<file path="src/design/qrcm_pkg.sv">
package qrcm_pkg;

  // Field and coordinate widths
  localparam int DataW  = 10;
  localparam int CoordW = 11;
  localparam int WordW  = 32;

  // Parameter defaults
  localparam int GridSizeDef  = 512;
  localparam int NodeCountDef = 349525;

  // Command codes
  typedef enum logic [1:0] {
    CMD_CLEAR = 2'd0,
    CMD_COVER = 2'd1,
    CMD_QUERY = 2'd2
  } cmd_e;

  // Register indexes
  localparam logic REG_ROWS = 1'b0;
  localparam logic REG_COLS = 1'b1;

  // Controller states
  typedef enum logic [2:0] {
    ST_IDLE,
    ST_CLEAR,
    ST_C_CHK,
    ST_C_EVAL,
    ST_C_ADV,
    ST_Q_CHK,
    ST_Q_EVAL
  } state_e;

  // Datapath operations
  typedef enum logic [3:0] {
    OP_NONE,
    OP_LOAD,
    OP_CLR,
    OP_READ,
    OP_SET,
    OP_PUSH,
    OP_NEXT,
    OP_POP,
    OP_DESC,
    OP_EMIT0,
    OP_EMIT1
  } op_e;

  // Node span: rows i..k, columns j..l
  typedef struct packed {
    logic [CoordW-1:0] i;
    logic [CoordW-1:0] j;
    logic [CoordW-1:0] k;
    logic [CoordW-1:0] l;
  } frame_t;

  // Datapath status toward the controller
  typedef struct packed {
    logic meets;
    logic enclosed;
    logic oob;
    logic flag;
    logic cell_in;
    logic leaf;
    logic lvl_zero;
    logic last_child;
    logic clr_last;
  } status_t;

  // Number of tree levels needed to hold nc nodes
  function automatic int tree_levels(int nc);
    int tot;
    int pw;
    int lv;
    tot = 0;
    pw  = 1;
    lv  = 0;
    for (int s = 0; s < 32; s++) begin
      if (tot < nc) begin
        tot = tot + pw;
        pw  = pw * 4;
        lv  = lv + 1;
      end
    end
    return lv;
  endfunction

  // Span of child c (bit0: lower rows, bit1: right columns)
  function automatic frame_t child_frame(frame_t p, logic [1:0] c);
    logic [CoordW:0]   rs;
    logic [CoordW:0]   cs;
    logic [CoordW-1:0] mr;
    logic [CoordW-1:0] mc;
    frame_t            f;
    rs = {1'b0, p.i} + {1'b0, p.k};
    cs = {1'b0, p.j} + {1'b0, p.l};
    mr = rs[CoordW:1];
    mc = cs[CoordW:1];
    f  = p;
    if (c[0]) f.i = mr + 1'b1;
    else      f.k = mr;
    if (c[1]) f.j = mc + 1'b1;
    else      f.l = mc;
    return f;
  endfunction

endpackage

</file>
<file path="src/design/qrcm_ctrl.sv">
module qrcm_ctrl (
  input  logic               clk_i,
  input  logic               rst_ni,
  input  logic               start,
  input  logic [1:0]         command_i,
  input  qrcm_pkg::status_t  status_i,
  output qrcm_pkg::op_e      op_o,
  output logic               busy
);

  qrcm_pkg::state_e state_q, state_d;

  // State register; reset enters the clearing sweep
  always_ff @(posedge clk_i or negedge rst_ni) begin
    if (!rst_ni) begin
      state_q <= qrcm_pkg::ST_CLEAR;
    end else begin
      state_q <= state_d;
    end
  end

  // Next state
  always_comb begin
    state_d = state_q;
    unique case (state_q)
      qrcm_pkg::ST_IDLE: begin
        if (start) begin
          if (command_i == qrcm_pkg::CMD_CLEAR)      state_d = qrcm_pkg::ST_CLEAR;
          else if (command_i == qrcm_pkg::CMD_COVER) state_d = qrcm_pkg::ST_C_CHK;
          else if (command_i == qrcm_pkg::CMD_QUERY) state_d = qrcm_pkg::ST_Q_CHK;
        end
      end
      qrcm_pkg::ST_CLEAR: begin
        if (status_i.clr_last) state_d = qrcm_pkg::ST_IDLE;
      end
      qrcm_pkg::ST_C_CHK: begin
        if (!status_i.meets || status_i.oob) state_d = qrcm_pkg::ST_C_ADV;
        else                                 state_d = qrcm_pkg::ST_C_EVAL;
      end
      qrcm_pkg::ST_C_EVAL: begin
        if (status_i.flag || status_i.enclosed) state_d = qrcm_pkg::ST_C_ADV;
        else                                    state_d = qrcm_pkg::ST_C_CHK;
      end
      qrcm_pkg::ST_C_ADV: begin
        if (status_i.lvl_zero)         state_d = qrcm_pkg::ST_IDLE;
        else if (!status_i.last_child) state_d = qrcm_pkg::ST_C_CHK;
      end
      qrcm_pkg::ST_Q_CHK: begin
        if (!status_i.cell_in || status_i.oob) state_d = qrcm_pkg::ST_IDLE;
        else                                   state_d = qrcm_pkg::ST_Q_EVAL;
      end
      qrcm_pkg::ST_Q_EVAL: begin
        if (status_i.flag || status_i.leaf) state_d = qrcm_pkg::ST_IDLE;
        else                                state_d = qrcm_pkg::ST_Q_CHK;
      end
      default: state_d = qrcm_pkg::ST_IDLE;
    endcase
  end

  // Operation to the datapath
  always_comb begin
    op_o = qrcm_pkg::OP_NONE;
    busy = 1'b1;
    unique case (state_q)
      qrcm_pkg::ST_IDLE: begin
        busy = 1'b0;
        if (start && (command_i == qrcm_pkg::CMD_COVER ||
                      command_i == qrcm_pkg::CMD_QUERY)) begin
          op_o = qrcm_pkg::OP_LOAD;
        end
      end
      qrcm_pkg::ST_CLEAR: op_o = qrcm_pkg::OP_CLR;
      qrcm_pkg::ST_C_CHK: begin
        if (status_i.meets && !status_i.oob) op_o = qrcm_pkg::OP_READ;
      end
      qrcm_pkg::ST_C_EVAL: begin
        priority if (status_i.flag)  op_o = qrcm_pkg::OP_NONE;
        else if (status_i.enclosed)  op_o = qrcm_pkg::OP_SET;
        else                         op_o = qrcm_pkg::OP_PUSH;
      end
      qrcm_pkg::ST_C_ADV: begin
        priority if (status_i.lvl_zero) op_o = qrcm_pkg::OP_NONE;
        else if (status_i.last_child)   op_o = qrcm_pkg::OP_POP;
        else                            op_o = qrcm_pkg::OP_NEXT;
      end
      qrcm_pkg::ST_Q_CHK: begin
        if (!status_i.cell_in || status_i.oob) op_o = qrcm_pkg::OP_EMIT0;
        else                                   op_o = qrcm_pkg::OP_READ;
      end
      qrcm_pkg::ST_Q_EVAL: begin
        priority if (status_i.flag) op_o = qrcm_pkg::OP_EMIT1;
        else if (status_i.leaf)     op_o = qrcm_pkg::OP_EMIT0;
        else                        op_o = qrcm_pkg::OP_DESC;
      end
      default: op_o = qrcm_pkg::OP_NONE;
    endcase
  end

endmodule

</file>
<file path="config.mk">
export PLATFORM = sky130hd
export DESIGN_NAME = qrcm_ctrl
export DESIGN_NICKNAME = d
export VERILOG_FILES = /design/src/design/qrcm_pkg.sv /design/src/design/qrcm_ctrl.sv
export SDC_FILE = /design/constraint.sdc
export NUM_CORES = 1
export LEC_CHECK = 0
export BUFFER_PORTS_ARGS = -buffer_cell sky130_fd_sc_hd__buf_2
export CAP_MARGIN = 20
export CELL_PAD_IN_SITES_DETAIL_PLACEMENT = 2
export CELL_PAD_IN_SITES_GLOBAL_PLACEMENT = 2
export CORE_MARGIN = 1.5
export CORE_UTILIZATION = 23
export CTS_BUF_LIST = sky130_fd_sc_hd__clkbuf_8
export DETAILED_ROUTE_END_ITERATION = 8
export PLACE_DENSITY_LB_ADDON = 0.1
export SETUP_SLACK_MARGIN = 0.5
export SLEW_MARGIN = 20
export SYNTH_ARGS = -nofsm -noshare
export SYNTH_HDL_FRONTEND = slang
export SYNTH_SLANG_ARGS = --single-unit
export TNS_END_PERCENT = 1
</file>
<file path="constraint.sdc">
create_clock -name clk_i -period 1.3 [get_ports clk_i]
set_input_delay 0.13 -clock clk_i [delete_from_list [all_inputs] [get_ports clk_i]]
set_output_delay 0.13 -clock clk_i [all_outputs]
set_load 0.05 [all_outputs]
</file>
==> metrics.md <==
| Metric | Value |
|---|---|
| Total track usage | `24.9%` |
| CTS tree | `built` |
| Area added between synthesis and finish | `100%` |
| Core Box Area | `~1800 sq um` |
| Full die area | `2240 sq um` |
| Antenna violations before repair | `0` |
| Multiplexer fraction of the synthesized cell area | `about 2.5%` |
| Total iterations of the first detailed-routing run | `4` |
| Final critical delay including setup and external delays | `1.80 ns` |
| Kind of end point of the critical path | `output port` |
| Largest net degree at the start of global routing | `9` |
| Main flop type after synthesis | `sky130_fd_sc_hd__dfrtp_1` |
| Failing checks | `negative setup slack` |
| Final hold violation count | `0` |
| Simple-gate area share of the yosys netlist | `34.3%` |
| Worst Hold Margin | `0.0847 ns` |
| Total number of vias | `674` |
| Type of the setup path with the least slack | `register to output port` |
| Fraction of layout instances using a drive strength above 1 | `57.4%` |
| Wirelength per Cell | `20.0 microns` |
| Cell type with the largest total area after synthesis | `sky130_fd_sc_hd__dfrtp_1` |
| Fraction of registers with async set/reset | `between 90% and 100%` |
| Clock insertion delay at the later pin of the skew report | `0.22 ns` |
| Most flops, register | `state_q` |
| Initial core utilization | `25.4%` |
| Tightest Pin Transition | `0.388 ns` |
| Antenna diodes | `0` |
| Number of different library cells in the post-synthesis netlist | `31` |
| Number of enable flip-flop cells after synthesis | `0` |
| 1st-iter DRT viols | `12` |
| Endpoint arrival time on the critical path | `1.67 ns` |
| Final Cycle Share | `138%` |
| RSZ-0062 raised after global routing | `true` |
| Flip-flop count of the largest register, all copies and words added | `3` |
| Antenna-violating nets left | `0` |
| Row cnt | `15` |
| DP Area | `about 700 sq um` |
| Filler cell count | `200` |
| Register share of total power | `8.8%` |
| Number of nets produced by synthesis | `78` |
| Final routed DRC violation total | `0` |
| Maximum clock frequency | `0.556 GHz` |
| Half-perimeter wire length after placement | `1500 microns` |
| Worst flop-to-flop path startpoint | `state_q[0]$_DFFE_PN1P_` |
| Detailed-route vias per instance | `5.35` |
| CTS Root Buffer Type | `sky130_fd_sc_hd__clkbuf_8` |
| Fraction of the yosys area taken by sequential cells | `16.9%` |
| Sink Count | `3` |
| Leakage dissipation | `0.422 nW` |
| Final count of pins violating max slew | `0` |
| Synth Area in Compound Gates | `27.1%` |
| Wire length of the first global-routing pass | `3720 microns` |
| Share of the core filled with cells in the final layout | `50.8%` |
| Part of the total power dissipated in the clock network | `between 10 and 15%` |
| Top-area cell type share of the netlist area | `around 11%` |
| Combinational share of power | `77.4%` |
| Worst setup margin | `-0.500 ns` |
| Total Negative Setup Slacks | `-2.89 ns` |
| Buffers from clock root to sink, at most | `2` |
| Final setup violation count | `8` |
| Regs by FF count | `state_q: 3 flops` |
| Level count of the clock H-tree | `1` |
| Internal power component | `approximately 1.0 mW` |
| Post-Synthesis Mean Instance Area | `7.55 sq um` |
| Synthesis Warnings | `0` |
| Worst Path Required | `1.17 ns` |
| Detailed Route WL | `2520 microns` |
| Area contributors post-synth | `sky130_fd_sc_hd__dfrtp_1 (11%), sky130_fd_sc_hd__ha_1 (11%), sky130_fd_sc_hd__dfstp_2 (5.8%), sky130_fd_sc_hd__a31oi_1 (5.5%), sky130_fd_sc_hd__nor2b_1 (5.5%)` |
| Pwr Density | `around 2200 nW/um^2` |
| Synthesized-area fraction occupied by xor and xnor cells | `0%` |
| Clock transition time at the flip-flop clock pins of the worst setup and hold paths | `0.03 ns` |
| FF/Latch Area | `76.3 sq um` |
| Nature of the critical path startpoint | `register` |
| Crit Path Max Fanout | `8` |
| Number of clock buffers inserted by TritonCTS | `3` |
| Multi-input gate area in the final layout | `414 sq um` |
| Dominant combinational cell family by area after synthesis | `simple AND/OR/NAND/NOR gates` |
| Synthesis-stage register bit count | `3` |
| Worst hold-check path type | `primary input to register` |
| Final nets | `120` |
| Final weighted congestion of routability-driven global placement | `0.772` |
| Die width | `47.4 microns` |
| Fraction of the mapped netlist area in adder cells | `11.0%` |
| Die Height | `between 40 and 50 microns` |
| Overall overflow remaining after global route | `0` |
| Max Clock Skew | `between 0.001 and 0.0015 ns` |
| Max-capacitance violation count | `0` |
| Crit. Startpoint | `state_q[0]$_DFFE_PN1P_` |
| Total power of the final layout | `between 1.5 and 2 mW` |
| Max-slew headroom | `74.1%` |
| Switch Pwr | `0.983 mW` |
| Number of buffers added on ports | `18` |
| Sw Ratio | `49.2%` |
| IR drop worst, VDD | `1.02 mV` |
| Status | `finished with violations` |
| Worst min-delay path startpoint | `status_i[0]` |
| Via count of the first global-routing pass | `approximately 750` |
| Mapped cell area | `roughly 450 sq um` |
| Design area | `906 sq um` |
| I/O Pins | `19` |
| Number of instances in the synthesized netlist | `60` |
==> final timing paths <==
check | end | slack (ns) | cells past startpoint
setup / recovery | op_o[0] | -0.50 | 5
hold / removal | state_q[0]$_DFFE_PN1P_ | 0.08 | 2
setup reg to reg | state_q[1]$_DFFE_PN0P_ | -0.42 | 8
hold reg to reg | state_q[0]$_DFFE_PN1P_ | 0.64 | 2
max in group asynchronous | state_q[0]$_DFFE_PN1P_ | 0.85 | 2
min in group asynchronous | state_q[2]$_DFFE_PN0P_ | 0.25 | 2
==> routing by layer <==
layer  vias up  share of wire [%]  global-route usage, %  routed length [microns]
met1       334                 44                   30.6                     1100
met2        27                 50                   44.9                     1270
met4         0                2.9                   6.67                       73
met3         8                3.3                   3.46                       82
met5         -                  0                      0                        0
li1        305                  -                      -                        -
==> through the flow <==
step           cells  setup slack, ns
6_report         126           -0.500
3_3_place_gp     116           -0.289
2_1_floorplan     60           -0.374
3_5_place_dp     116           -0.360
4_1_cts          126           -0.486
5_1_grt          126           -0.526
==> timing repair <==
item	in CTS	in global routing
gates resized for setup	21	7
hold buffers	1	0
pin swaps	4	3
buffers inserted	5	0
hold endpoints to repair	3	0
setup endpoints to repair	8	8
==> cell families after synthesis <==
kind of cell / after synthesis
AO/OA/AOI/OAI: 18
adder cells (fa/ha/maj): 4
buffers and inverters: 8
flip-flops: 3
multiplexers: 1
AND/OR/NAND/NOR: 26
==> power by group through the flow <==
| stage | clock (mW) | sequential (mW) | combinational (mW) |
|---|---|---|---|
| after floorplan | 0 | 0.169 | 0.810 |
| after global placement | 0 | 0.165 | 1.17 |
| after detailed placement | 0 | 0.169 | 1.20 |
| after CTS | 0.281 | 0.170 | 1.46 |
| after global routing | 0.287 | 0.178 | 1.62 |
| final | 0.277 | 0.175 | 1.55 |
==> critical path, stage by stage (launching register included) <==
cell and delay (ns):
sky130_fd_sc_hd__dfstp_2 0.56, sky130_fd_sc_hd__buf_12 0.13, sky130_fd_sc_hd__mux2_4 0.30, sky130_fd_sc_hd__nand3b_1 0.13, sky130_fd_sc_hd__o211ai_1 0.11, sky130_fd_sc_hd__buf_4 0.21
==> final cells by class <==
class                   count  area share (%)
well taps                  25            3.45
multi-input cells          49            45.7
flip-flops and latches      3            8.43
repair buffers             41            35.8
clock buffers               3            4.56
clock inverters             1           0.414
inverters                   4            1.66
==> cell usage in the layout (no fill, tap or decap), types with 2 or more instances in the layout <==
cell type / Yosys / layout
sky130_fd_sc_hd__nor4b_2: 0 / 2
sky130_fd_sc_hd__inv_1: 4 / 5
sky130_fd_sc_hd__nor2_1: 4 / 4
sky130_fd_sc_hd__buf_2: 3 / 13
sky130_fd_sc_hd__a21oi_1: 4 / 3
sky130_fd_sc_hd__a31oi_1: 4 / 2
sky130_fd_sc_hd__buf_6: 0 / 9
sky130_fd_sc_hd__clkbuf_8: 0 / 3
sky130_fd_sc_hd__nand2b_1: 2 / 2
sky130_fd_sc_hd__nor2b_1: 4 / 3
sky130_fd_sc_hd__ha_1: 4 / 4
sky130_fd_sc_hd__buf_4: 1 / 17
sky130_fd_sc_hd__dfrtp_1: 2 / 2
sky130_fd_sc_hd__o211ai_1: 2 / 2
sky130_fd_sc_hd__nand2_1: 4 / 4
Power figures use the tool's default switching activity.
